### src/hdl/sfps_pkg.sv
// Shared types and constants of the sensor FIFO poll sequencer.
`default_nettype none
package sfps_pkg;

   // Largest packet the sequencer will ask for in one read.
   localparam int MAX_PACKET_DEFAULT = 128;

   localparam int CSR_INDEX_W = 3;
   localparam int CSR_DATA_W  = 8;

   // Register reset values.
   localparam logic [7:0] PACKET_SIZE_RST    = 8'd28;
   localparam logic [7:0] POLL_INTERVAL_RST  = 8'd5;
   localparam logic [7:0] SHORT_WAIT_RST     = 8'd2;
   localparam logic [7:0] TIMEOUT_RST        = 8'd5;
   localparam logic [6:0] DEVICE_ADDRESS_RST = 7'd104;
   localparam logic [7:0] COUNT_REG_RST      = 8'd114;
   localparam logic [7:0] DATA_REG_RST       = 8'd116;

   typedef struct packed {
      logic [7:0] packet_size;
      logic [7:0] poll_interval_ms;
      logic [7:0] short_wait_ms;
      logic [7:0] timeout_ms;
      logic [6:0] device_address;
      logic [7:0] count_reg_addr;
      logic [7:0] data_reg_addr;
   } cfg_type;

   typedef struct packed {
      logic [31:0] now_ms;
      logic        init_ok;
      logic        bus_error;
      logic        bus_done;
      logic [7:0]  bytes_avail;
      logic [15:0] count_word;
   } req_type;

   typedef struct packed {
      logic [2:0] bus_cmd;
      logic [6:0] target_addr;
      logic [7:0] reg_pointer;
      logic [7:0] read_length;
      logic       packet_ready;
      logic       failed;
      logic [3:0] phase_out;
   } rsp_type;

endpackage
`default_nettype wire

### src/hdl/sfps_req_if.sv
// Input channel of the poll sequencer: one scheduler pass per beat.
`default_nettype none
interface sfps_req_if;
   logic        valid;
   logic        ready;
   logic [31:0] now_ms;
   logic        init_ok;
   logic        bus_error;
   logic        bus_done;
   logic [7:0]  bytes_avail;
   logic [15:0] count_word;

   modport source (output valid, now_ms, init_ok, bus_error, bus_done, bytes_avail,
                   count_word, input ready);
   modport sink (input valid, now_ms, init_ok, bus_error, bus_done, bytes_avail,
                 count_word, output ready);
endinterface
`default_nettype wire

### src/hdl/sfps_rsp_if.sv
// Result channel of the poll sequencer: one bus command per beat.
`default_nettype none
interface sfps_rsp_if;
   logic       valid;
   logic       ready;
   logic [2:0] bus_cmd;
   logic [6:0] target_addr;
   logic [7:0] reg_pointer;
   logic [7:0] read_length;
   logic       packet_ready;
   logic       failed;
   logic [3:0] phase_out;

   modport source (output valid, bus_cmd, target_addr, reg_pointer, read_length,
                   packet_ready, failed, phase_out, input ready);
   modport sink (input valid, bus_cmd, target_addr, reg_pointer, read_length,
                 packet_ready, failed, phase_out, output ready);
endinterface
`default_nettype wire

### src/hdl/sensor_fifo_poll_sequencer.sv
// A beat taken into the input register has its result registered when the pass advances.
// One pass per cycle unless the result channel stalls; the phase state is updated as a
// pass moves from the input register into the result register, so the next pass
// sees it at once. Reset (synchronous, active high) clears both channel stages, sets
// phase to init, zeroes the count and both timestamps, and loads the register defaults.
`default_nettype none
module sensor_fifo_poll_sequencer #(
   parameter int MaxPacket = sfps_pkg::MAX_PACKET_DEFAULT
) (
   input  wire                                clock,
   input  wire                                reset,
   sfps_req_if.sink                           req_if,
   sfps_rsp_if.source                         rsp_if,
   input  wire                                csr_we,
   input  wire  [sfps_pkg::CSR_INDEX_W-1:0]   csr_index,
   input  wire  [sfps_pkg::CSR_DATA_W-1:0]    csr_wdata
);

   sfps_pkg::cfg_type cfg;
   sfps_pkg::req_type req_beat;
   sfps_pkg::rsp_type core_rsp;

   logic              in_vld_ff, in_vld_in;
   sfps_pkg::req_type in_data_ff;
   logic              out_vld_ff, out_vld_in;
   sfps_pkg::rsp_type out_data_ff;

   logic advance;
   logic take_in;

   assign req_beat.now_ms      = req_if.now_ms;
   assign req_beat.init_ok     = req_if.init_ok;
   assign req_beat.bus_error   = req_if.bus_error;
   assign req_beat.bus_done    = req_if.bus_done;
   assign req_beat.bytes_avail = req_if.bytes_avail;
   assign req_beat.count_word  = req_if.count_word;

   // A pass moves on when the result register is empty or is being emptied.
   assign advance       = in_vld_ff && (!out_vld_ff || rsp_if.ready);
   assign req_if.ready  = !in_vld_ff || advance;
   assign take_in       = req_if.valid && req_if.ready;

   always_comb begin
      in_vld_in = in_vld_ff;
      if (take_in) begin
         in_vld_in = 1'b1;
      end else if (advance) begin
         in_vld_in = 1'b0;
      end
      out_vld_in = out_vld_ff;
      if (advance) begin
         out_vld_in = 1'b1;
      end else if (rsp_if.ready) begin
         out_vld_in = 1'b0;
      end
   end

   always_ff @(posedge clock) begin
      if (reset) begin
         in_vld_ff  <= 1'b0;
         out_vld_ff <= 1'b0;
      end else begin
         in_vld_ff  <= in_vld_in;
         out_vld_ff <= out_vld_in;
      end
   end

   always_ff @(posedge clock) begin
      if (take_in) begin
         in_data_ff <= req_beat;
      end
      if (advance) begin
         out_data_ff <= core_rsp;
      end
   end

   sfps_csr u_csr (
      .clock     (clock),
      .reset     (reset),
      .csr_we    (csr_we),
      .csr_index (csr_index),
      .csr_wdata (csr_wdata),
      .cfg       (cfg)
   );

   sfps_core #(
      .MaxPacket (MaxPacket)
   ) u_core (
      .clock   (clock),
      .reset   (reset),
      .step_en (advance),
      .cfg     (cfg),
      .req     (in_data_ff),
      .rsp     (core_rsp)
   );

   assign rsp_if.valid        = out_vld_ff;
   assign rsp_if.bus_cmd      = out_data_ff.bus_cmd;
   assign rsp_if.target_addr  = out_data_ff.target_addr;
   assign rsp_if.reg_pointer  = out_data_ff.reg_pointer;
   assign rsp_if.read_length  = out_data_ff.read_length;
   assign rsp_if.packet_ready = out_data_ff.packet_ready;
   assign rsp_if.failed       = out_data_ff.failed;
   assign rsp_if.phase_out    = out_data_ff.phase_out;

endmodule
`default_nettype wire

### src/hdl/sfps_csr.sv
// Configuration registers of the poll sequencer.
`default_nettype none
module sfps_csr (
   input  wire                                  clock,
   input  wire                                  reset,
   input  wire                                  csr_we,
   input  wire  [sfps_pkg::CSR_INDEX_W-1:0]     csr_index,
   input  wire  [sfps_pkg::CSR_DATA_W-1:0]      csr_wdata,
   output sfps_pkg::cfg_type                    cfg
);

   localparam logic [sfps_pkg::CSR_INDEX_W-1:0] REG_PACKET_SIZE = 3'd0;
   localparam logic [sfps_pkg::CSR_INDEX_W-1:0] REG_POLL_INTERVAL = 3'd1;
   localparam logic [sfps_pkg::CSR_INDEX_W-1:0] REG_SHORT_WAIT = 3'd2;
   localparam logic [sfps_pkg::CSR_INDEX_W-1:0] REG_TIMEOUT = 3'd3;
   localparam logic [sfps_pkg::CSR_INDEX_W-1:0] REG_DEVICE_ADDRESS = 3'd4;
   localparam logic [sfps_pkg::CSR_INDEX_W-1:0] REG_COUNT_REG = 3'd5;
   localparam logic [sfps_pkg::CSR_INDEX_W-1:0] REG_DATA_REG = 3'd6;

   sfps_pkg::cfg_type cfg_ff;
   sfps_pkg::cfg_type cfg_in;

   always_comb begin
      cfg_in = cfg_ff;
      if (csr_we) begin
         case (csr_index)
            REG_PACKET_SIZE:    cfg_in.packet_size = csr_wdata;
            REG_POLL_INTERVAL:  cfg_in.poll_interval_ms = csr_wdata;
            REG_SHORT_WAIT:     cfg_in.short_wait_ms = csr_wdata;
            REG_TIMEOUT:        cfg_in.timeout_ms = csr_wdata;
            REG_DEVICE_ADDRESS: cfg_in.device_address = csr_wdata[6:0];
            REG_COUNT_REG:      cfg_in.count_reg_addr = csr_wdata;
            REG_DATA_REG:       cfg_in.data_reg_addr = csr_wdata;
            default:            cfg_in = cfg_ff;
         endcase
      end
   end

   always_ff @(posedge clock) begin
      if (reset) begin
         cfg_ff.packet_size      <= sfps_pkg::PACKET_SIZE_RST;
         cfg_ff.poll_interval_ms <= sfps_pkg::POLL_INTERVAL_RST;
         cfg_ff.short_wait_ms    <= sfps_pkg::SHORT_WAIT_RST;
         cfg_ff.timeout_ms       <= sfps_pkg::TIMEOUT_RST;
         cfg_ff.device_address   <= sfps_pkg::DEVICE_ADDRESS_RST;
         cfg_ff.count_reg_addr   <= sfps_pkg::COUNT_REG_RST;
         cfg_ff.data_reg_addr    <= sfps_pkg::DATA_REG_RST;
      end else begin
         cfg_ff <= cfg_in;
      end
   end

   assign cfg = cfg_ff;

endmodule
`default_nettype wire

### src/hdl/sfps_core.sv
// Phase machine of the poll sequencer: decides one bus command per pass.
`default_nettype none
module sfps_core #(
   parameter int MaxPacket = sfps_pkg::MAX_PACKET_DEFAULT
) (
   input  wire                clock,
   input  wire                reset,
   input  wire                step_en,
   input  sfps_pkg::cfg_type  cfg,
   input  sfps_pkg::req_type  req,
   output sfps_pkg::rsp_type  rsp
);

   localparam logic [3:0] PH_INIT        = 4'd0;
   localparam logic [3:0] PH_CNT_WR      = 4'd1;
   localparam logic [3:0] PH_DAT_WR      = 4'd2;
   localparam logic [3:0] PH_CNT_WR_WAIT = 4'd3;
   localparam logic [3:0] PH_DAT_WR_WAIT = 4'd4;
   localparam logic [3:0] PH_CNT_RD      = 4'd5;
   localparam logic [3:0] PH_DAT_RD      = 4'd6;
   localparam logic [3:0] PH_CNT_RD_WAIT = 4'd7;
   localparam logic [3:0] PH_DAT_RD_WAIT = 4'd8;
   localparam logic [3:0] PH_WAIT        = 4'd9;
   localparam logic [3:0] PH_WAIT_SHORT  = 4'd10;
   localparam logic [3:0] PH_FAILED      = 4'd11;

   localparam logic [2:0] CMD_NONE     = 3'd0;
   localparam logic [2:0] CMD_INIT     = 3'd1;
   localparam logic [2:0] CMD_PTR      = 3'd2;
   localparam logic [2:0] CMD_REQ      = 3'd3;
   localparam logic [2:0] CMD_FINISH   = 3'd4;
   localparam logic [2:0] CMD_RESET    = 3'd5;
   localparam logic [2:0] CMD_TAKE_CNT = 3'd6;
   localparam logic [2:0] CMD_TAKE_PKT = 3'd7;

   localparam logic [7:0]  COUNT_LEN       = 8'd2;
   localparam logic [31:0] FAIL_RESTAMP_MS = 32'd1000;
   localparam logic [7:0]  PACKET_CAP      = 8'(MaxPacket);

   logic [3:0]  phase_ff, phase_in;
   logic [15:0] fifo_count_ff, fifo_count_in;
   logic [31:0] last_time_ff, last_time_in;
   logic [31:0] timeout_start_ff, timeout_start_in;

   logic [7:0]  psz;
   logic [15:0] psz_w;
   logic [31:0] since_timeout;
   logic [31:0] since_last;
   logic        timed_out;
   logic [15:0] remaining;
   logic        is_cnt;
   logic        data_in;

   always_comb begin
      if (cfg.packet_size == 8'd0) begin
         psz = 8'd1;
      end else if (cfg.packet_size > PACKET_CAP) begin
         psz = PACKET_CAP;
      end else begin
         psz = cfg.packet_size;
      end
   end

   assign psz_w         = {8'd0, psz};
   assign since_timeout = req.now_ms - timeout_start_ff;
   assign since_last    = req.now_ms - last_time_ff;
   assign timed_out     = since_timeout > {24'd0, cfg.timeout_ms};
   assign remaining     = (fifo_count_ff >= psz_w) ? (fifo_count_ff - psz_w) : 16'd0;

   always_comb begin
      phase_in         = phase_ff;
      fifo_count_in    = fifo_count_ff;
      last_time_in     = last_time_ff;
      timeout_start_in = timeout_start_ff;
      rsp              = '0;
      is_cnt           = 1'b0;
      data_in          = 1'b0;

      case (phase_ff)
         PH_INIT: begin
            rsp.bus_cmd = CMD_INIT;
            if (req.init_ok) begin
               phase_in     = PH_WAIT;
               last_time_in = req.now_ms;
            end else begin
               phase_in = PH_FAILED;
            end
         end
         PH_CNT_WR, PH_DAT_WR: begin
            is_cnt           = (phase_ff == PH_CNT_WR);
            rsp.bus_cmd      = CMD_PTR;
            rsp.target_addr  = cfg.device_address;
            rsp.reg_pointer  = is_cnt ? cfg.count_reg_addr : cfg.data_reg_addr;
            phase_in         = is_cnt ? PH_CNT_WR_WAIT : PH_DAT_WR_WAIT;
            // The write wait times out against the last poll stamp.
            timeout_start_in = last_time_ff;
         end
         PH_CNT_WR_WAIT, PH_DAT_WR_WAIT: begin
            if (req.bus_error) begin
               rsp.bus_cmd = CMD_FINISH;
               phase_in    = PH_CNT_WR;
            end else if (req.bus_done) begin
               phase_in = (phase_ff == PH_CNT_WR_WAIT) ? PH_CNT_RD : PH_DAT_RD;
            end else if (timed_out) begin
               rsp.bus_cmd = CMD_RESET;
               phase_in    = PH_CNT_WR;
            end
         end
         PH_CNT_RD, PH_DAT_RD: begin
            is_cnt           = (phase_ff == PH_CNT_RD);
            rsp.bus_cmd      = CMD_REQ;
            rsp.target_addr  = cfg.device_address;
            rsp.read_length  = is_cnt ? COUNT_LEN : psz;
            phase_in         = is_cnt ? PH_CNT_RD_WAIT : PH_DAT_RD_WAIT;
            timeout_start_in = req.now_ms;
            if (!is_cnt) begin
               last_time_in = req.now_ms;
            end
         end
         PH_CNT_RD_WAIT, PH_DAT_RD_WAIT: begin
            is_cnt  = (phase_ff == PH_CNT_RD_WAIT);
            data_in = is_cnt ? (req.bytes_avail >= COUNT_LEN) : (req.bytes_avail >= psz);
            if (req.bus_error) begin
               rsp.bus_cmd = CMD_FINISH;
               phase_in    = PH_CNT_WR;
            end else if (data_in || req.bus_done) begin
               if (is_cnt) begin
                  rsp.bus_cmd     = CMD_TAKE_CNT;
                  rsp.read_length = COUNT_LEN;
                  fifo_count_in   = req.count_word;
                  if (req.count_word >= psz_w) begin
                     phase_in = PH_DAT_WR;
                  end else begin
                     last_time_in = req.now_ms;
                     phase_in     = PH_WAIT_SHORT;
                  end
               end else begin
                  rsp.bus_cmd     = CMD_TAKE_PKT;
                  rsp.read_length = psz;
                  fifo_count_in   = remaining;
                  if (remaining >= psz_w) begin
                     phase_in = PH_DAT_WR;
                  end else begin
                     last_time_in     = req.now_ms;
                     phase_in         = PH_WAIT;
                     rsp.packet_ready = 1'b1;
                  end
               end
            end else if (timed_out) begin
               rsp.bus_cmd = CMD_RESET;
               phase_in    = PH_CNT_WR;
            end
         end
         PH_WAIT: begin
            if (since_last >= {24'd0, cfg.poll_interval_ms}) begin
               phase_in = PH_CNT_WR;
            end
         end
         PH_WAIT_SHORT: begin
            if (since_last >= {24'd0, cfg.short_wait_ms}) begin
               phase_in = PH_CNT_WR;
            end
         end
         PH_FAILED: begin
            rsp.bus_cmd = CMD_NONE;
            if (since_last >= FAIL_RESTAMP_MS) begin
               last_time_in = req.now_ms;
            end
         end
         default: begin
            phase_in = PH_CNT_WR;
         end
      endcase

      rsp.failed    = (phase_in == PH_FAILED);
      rsp.phase_out = phase_in;
   end

   always_ff @(posedge clock) begin
      if (reset) begin
         phase_ff         <= PH_INIT;
         fifo_count_ff    <= 16'd0;
         last_time_ff     <= 32'd0;
         timeout_start_ff <= 32'd0;
      end else if (step_en) begin
         phase_ff         <= phase_in;
         fifo_count_ff    <= fifo_count_in;
         last_time_ff     <= last_time_in;
         timeout_start_ff <= timeout_start_in;
      end
   end

endmodule
`default_nettype wire

### src/flat_wrapper.sv
// flat-port wrapper written by rule: the top's interface ports become plain ports
module sensor_fifo_poll_sequencer_flat 
#(
   parameter int MaxPacket = sfps_pkg::MAX_PACKET_DEFAULT
)
  (clock, reset, csr_we, csr_index, csr_wdata, req_if_valid, req_if_now_ms, req_if_init_ok, req_if_bus_error, req_if_bus_done, req_if_bytes_avail, req_if_count_word, req_if_ready, rsp_if_valid, rsp_if_bus_cmd, rsp_if_target_addr, rsp_if_reg_pointer, rsp_if_read_length, rsp_if_packet_ready, rsp_if_failed, rsp_if_phase_out, rsp_if_ready);
  sfps_req_if req_if_i ();
  sfps_rsp_if rsp_if_i ();
  input  wire clock;
  input  wire reset;
  input  wire csr_we;
  input  wire  [sfps_pkg::CSR_INDEX_W-1:0] csr_index;
  input  wire  [sfps_pkg::CSR_DATA_W-1:0] csr_wdata;
  input wire logic [$bits(req_if_i.valid)-1:0] req_if_valid;
  input wire logic [$bits(req_if_i.now_ms)-1:0] req_if_now_ms;
  input wire logic [$bits(req_if_i.init_ok)-1:0] req_if_init_ok;
  input wire logic [$bits(req_if_i.bus_error)-1:0] req_if_bus_error;
  input wire logic [$bits(req_if_i.bus_done)-1:0] req_if_bus_done;
  input wire logic [$bits(req_if_i.bytes_avail)-1:0] req_if_bytes_avail;
  input wire logic [$bits(req_if_i.count_word)-1:0] req_if_count_word;
  output wire logic [$bits(req_if_i.ready)-1:0] req_if_ready;
  output wire logic [$bits(rsp_if_i.valid)-1:0] rsp_if_valid;
  output wire logic [$bits(rsp_if_i.bus_cmd)-1:0] rsp_if_bus_cmd;
  output wire logic [$bits(rsp_if_i.target_addr)-1:0] rsp_if_target_addr;
  output wire logic [$bits(rsp_if_i.reg_pointer)-1:0] rsp_if_reg_pointer;
  output wire logic [$bits(rsp_if_i.read_length)-1:0] rsp_if_read_length;
  output wire logic [$bits(rsp_if_i.packet_ready)-1:0] rsp_if_packet_ready;
  output wire logic [$bits(rsp_if_i.failed)-1:0] rsp_if_failed;
  output wire logic [$bits(rsp_if_i.phase_out)-1:0] rsp_if_phase_out;
  input wire logic [$bits(rsp_if_i.ready)-1:0] rsp_if_ready;
  assign req_if_i.valid = req_if_valid;
  assign req_if_i.now_ms = req_if_now_ms;
  assign req_if_i.init_ok = req_if_init_ok;
  assign req_if_i.bus_error = req_if_bus_error;
  assign req_if_i.bus_done = req_if_bus_done;
  assign req_if_i.bytes_avail = req_if_bytes_avail;
  assign req_if_i.count_word = req_if_count_word;
  assign req_if_ready = req_if_i.ready;
  assign rsp_if_valid = rsp_if_i.valid;
  assign rsp_if_bus_cmd = rsp_if_i.bus_cmd;
  assign rsp_if_target_addr = rsp_if_i.target_addr;
  assign rsp_if_reg_pointer = rsp_if_i.reg_pointer;
  assign rsp_if_read_length = rsp_if_i.read_length;
  assign rsp_if_packet_ready = rsp_if_i.packet_ready;
  assign rsp_if_failed = rsp_if_i.failed;
  assign rsp_if_phase_out = rsp_if_i.phase_out;
  assign rsp_if_i.ready = rsp_if_ready;
  sensor_fifo_poll_sequencer #(.MaxPacket(MaxPacket)) u_core (.clock(clock), .reset(reset), .req_if(req_if_i), .rsp_if(rsp_if_i), .csr_we(csr_we), .csr_index(csr_index), .csr_wdata(csr_wdata));
endmodule
### config.mk
export PLATFORM = sky130hd
export DESIGN_NAME = sensor_fifo_poll_sequencer_flat
export DESIGN_NICKNAME = d
export VERILOG_FILES = /design/src/hdl/sfps_pkg.sv /design/src/hdl/sfps_req_if.sv /design/src/hdl/sfps_rsp_if.sv /design/src/hdl/sensor_fifo_poll_sequencer.sv /design/src/hdl/sfps_csr.sv /design/src/hdl/sfps_core.sv /design/src/flat_wrapper.sv
export SDC_FILE = /design/constraint.sdc
export NUM_CORES = 1
export LEC_CHECK = 0
export BUFFER_PORTS_ARGS = -buffer_cell sky130_fd_sc_hd__buf_2
export CELL_PAD_IN_SITES_DETAIL_PLACEMENT = 0
export CELL_PAD_IN_SITES_GLOBAL_PLACEMENT = 1
export CORE_MARGIN = 4
export CORE_UTILIZATION = 51
export CTS_CLUSTER_SIZE = 20
export DETAILED_ROUTE_END_ITERATION = 10
export MAX_ROUTING_LAYER = met4
export PLACE_DENSITY_LB_ADDON = 0.1
export SETUP_SLACK_MARGIN = 0.2
export SYNTH_ARGS = -nofsm -noshare
export SYNTH_HDL_FRONTEND = slang
export SYNTH_HIERARCHICAL = 1
export SYNTH_SLANG_ARGS = --single-unit
### constraint.sdc
create_clock -name clock -period 8.3 [get_ports clock]
set_clock_uncertainty 0.15 [all_clocks]
set_input_delay 1.245 -clock clock [delete_from_list [all_inputs] [get_ports clock]]
set_output_delay 1.245 -clock clock [all_outputs]
set_load 0.03 [all_outputs]
==> qor.csv <==
stage,metric,value,unit
floorplanning,full die area,32650,um2
route,Routed WL per cell,19.08,um
floorplanning,Rows,62,
clocking,Clock Sinks,232,
worst_setup_path,Critical Path RT,8550,ps
logic_synthesis,leading post-synthesis cells by cell area,"dfxtp_1 19%, edfxtp_1 18%, ha_1 9.6%, mux2i_1 8.2%, nor2_1 5.1%",
timing,Relative slew margins,0.2051,
logic_synthesis,cell accounting for the most synthesized area,dfxtp_1,
global_route,grt total ovfl,0,
logic_synthesis,primary flip-flop cell chosen by synthesis mapping,dfxtp_1,
timing,Worst-Margin Slew,1176,ps
timing,final slew viol count,0,
final_layout,final cell count without fillers,2156,
clocking,CTS root buf,clkbuf_16,
route,number of DRC markers in iteration 0,915,
worst_setup_path,FF-to-FF Start,u_core/u_csr/cfg[48]$_SDFFE_PP0P_,
worst_setup_path,WS Path Type,register to register,
logic_synthesis,Syn Area/Cell,8.954,um2
logic_synthesis,Yosys reg bits,232,
final_layout,Final Core Density,0.5772,
route,Detailed Routing Iterations Pass 1,5,
logic_synthesis,Ys Warns,6,
pwr,leak pwr,6.612,nW
timing,Final setup viols,0,
pwr,Worst IR Drop VDD,0.1527,mV
worst_setup_path,Worst Setup SP,u_core/u_csr/cfg[48]$_SDFFE_PP0P_,
timing,Fin. Hold Viols,0,
placed_design,dpl cells,2108,
global_route,first-pass GRT wire length,66.81,mm
placed_design,pre-CTS setup slack,1323,ps
clocking,CTS tree,done,
logic_synthesis,Post-synth ARST share,0,
min_path,hold wc startpoint,u_core/u_csr/cfg[36]$_SDFFE_PP0P_,
timing,maximum clock rate,140.7,MHz
worst_setup_path,Worst Path Max Fanout,32,
placed_design,post-DP HPWL,30.10,mm
floorplanning,Top Ports,109,
timing,RSZ-0062 raised after global routing,false,
worst_setup_path,"reg-to-reg slack, setup",1190,ps
timing,final hold slack,324.1,ps
logic_synthesis,syn_nets,1894,
route,Vias,12640,
worst_setup_path,crit path launch type,register,
worst_setup_path,critical path's largest stage delay,660,ps
clocking,Num CTS Buffers,26,
timing,setup TNS,0,ps
route,DRT Wirelength,41.14,mm
route,Final ANT Viol Nets,0,
timing,Final Critical Period,7105,ps
final_layout,layout cells sized above 1,0.1067,
pwr,PD cells,187.4,nW/um2
final_layout,sequential cell area,5555,um2
logic_synthesis,number of synthesized flops with an enable pin,91,
final_layout,fin nets,1947,
route,DR DRC count,0,
timing,period utilization,0.8560,
placed_design,number of I/O port buffers,108,
global_route,Tot GR Track Use,0.2530,
worst_setup_path,most frequent CP cell,nor2_1,
clocking,"Reg clk slew, reported paths",60,ps
min_path,HP Class,register to register,
final_layout,number of diodes,0,
clocking,CTS resizes,0,
status,outcome,"finished, final reports clean",
floorplanning,Initial Util,0.5229,
clocking,hold_buf cts,0,
global_route,initial antenna violation count,0,
logic_synthesis,Cells after Synth,1699,
clocking,clock buffer depth,3,
final_layout,Filler cells,2683,
floorplanning,core area,29090,um2
floorplanning,die height,180.7,um
clocking,H-tree levels,1,
job,Max Cap Violations,0,
worst_setup_path,Crit-path slowest cell,o31ai_1,
logic_synthesis,share of the synthesized area in the top cell type,0.1856,
global_route,largest net degree at the start of global routing,100,
global_route,number of global-route vias before repair,12310,
clocking,Worst-Skew Late Latency,550,ps
logic_synthesis,Mapped Area,15210,um2
placed_design,GPL Wtd Cong,0.8875,
worst_setup_path,CP Capture Type,register,
final_layout,Multi-input gate area,8787,um2
final_layout,area grow syn2layout,10.39,%
worst_setup_path,CP arrival,7360,ps
logic_synthesis,sequential share of the synthesized area,0.3652,
timing,min setup slack post-route,1195,ps
route,DR vias/cell,5.864,
floorplanning,chip width,180.7,um
logic_synthesis,"Distinct cells, synth",90,
clocking,setup bufs post-CTS,0,
## layout make-up
type / count / share of cell area
Timing Repair Buffer: 115 / 0.03547
Sequential cell: 232 / 0.3308
Inverter: 121 / 0.02705
Tap cell: 384 / 0.02861
Clock buffer: 37 / 0.04612
Clock inverter: 11 / 0.008643
Multi-Input combinational cell: 1256 / 0.5233
## registers in the layout (all words and copies together) (netlist names), 7 cells and up
| register | count |
|---|---|
| u_core/in_data_ff | 59 |
| u_core/u_csr/cfg | 55 |
| u_core/u_core/last_time_ff | 32 |
| u_core/u_core/timeout_start_ff | 32 |
| u_core/u_core/fifo_count_ff | 16 |
| u_core/rsp_if.read_length | 8 |
| u_core/rsp_if.reg_pointer | 8 |
| u_core/rsp_if.target_addr | 7 |
## report_power, final
part	switching, mW	total [mW]	internal [mW]	leakage, nW
Combinational	0.397	0.646	0.248	4.13
Sequential	0.0445	1.28	1.24	2.02
Clock	0.474	1.22	0.744	0.457
Total	0.916	3.15	2.23	6.61
## routing by layer
metal  part of all wire  vias to the layer above  wire [um]  GRT usage
li1                   -                     6285          -          -
met1               0.46                     5977      19100     0.3401
met2               0.47                      318      19300     0.4135
met3              0.041                       62       1697    0.02855
met4              0.025                        0       1045    0.05959
met5                  0                        -          0          -
## cell families (layout without fill, tap and decap cells)
family,count (synthesis),count (layout),share of synthesized area
muxes,126,126,0.08307
and+or+nand+nor,542,542,0.1740
buffers and inverters,211,284,0.05782
adders and majority gates,120,120,0.1002
xor gates and xnor gates,51,51,0.02936
AOI/OAI and AO/OA,417,417,0.1904
DFF,232,232,0.3652
## layout by cell type, fill, tap and decap left out, drive strengths merged, types with 11 or more instances in the layout
cell    count
nand2      95
a21o       31
buf       115
o21a       17
inv       121
nor2      208
a211oi     66
dfxtp     141
o21ai      73
nor2b      11
edfxtp     91
a22oi      18
xor2       19
nor3       33
and3       17
ha        117
nand3      20
mux2i     124
clkbuf     37
nor4       14
nand4      30
a21oi      92
and2       19
o211ai     13
nand2b     67
xnor2      32
## cells in the mapped netlist, drive strengths merged, types with 59 or more instances
master,count
inv,120
o21ai,73
mux2i,124
ha,117
a21oi,92
dfxtp,141
nor2,208
a211oi,66
edfxtp,91
nand2b,67
nand2,95
clkbuf,59
## critical path, delay by kind of cell, from the launching register on
kind	cells	cell delay, ps
AOI/OAI and AO/OA	9	2540
buffers and inverters	3	660
adders and majority gates	3	970
muxes	2	420
DFF	1	330
and+or+nand+nor	8	1830
## per-stage QoR
stage | total power [mW] | cell area [um2]
finish | 3.147 | 16790
global route | 3.304 | 16790
CTS | 3.171 | 16790
detailed placement | 1.945 | 15870
global placement | 1.938 | 15870
floorplan | 1.769 | 15210
## worst paths after layout
| kind | depth (start not counted) | to |
|---|---|---|
| worst max-delay path | 25 | u_core/u_core/last_time_ff[9]$_SDFFE_PP0P_ |
| worst min-delay path | 2 | u_core/u_csr/cfg[36]$_SDFFE_PP0P_ |
| worst max register to register | 25 | u_core/u_core/last_time_ff[9]$_SDFFE_PP0P_ |
| worst min register to register | 2 | u_core/u_csr/cfg[36]$_SDFFE_PP0P_ |
Power figures use the tool's default switching activity.
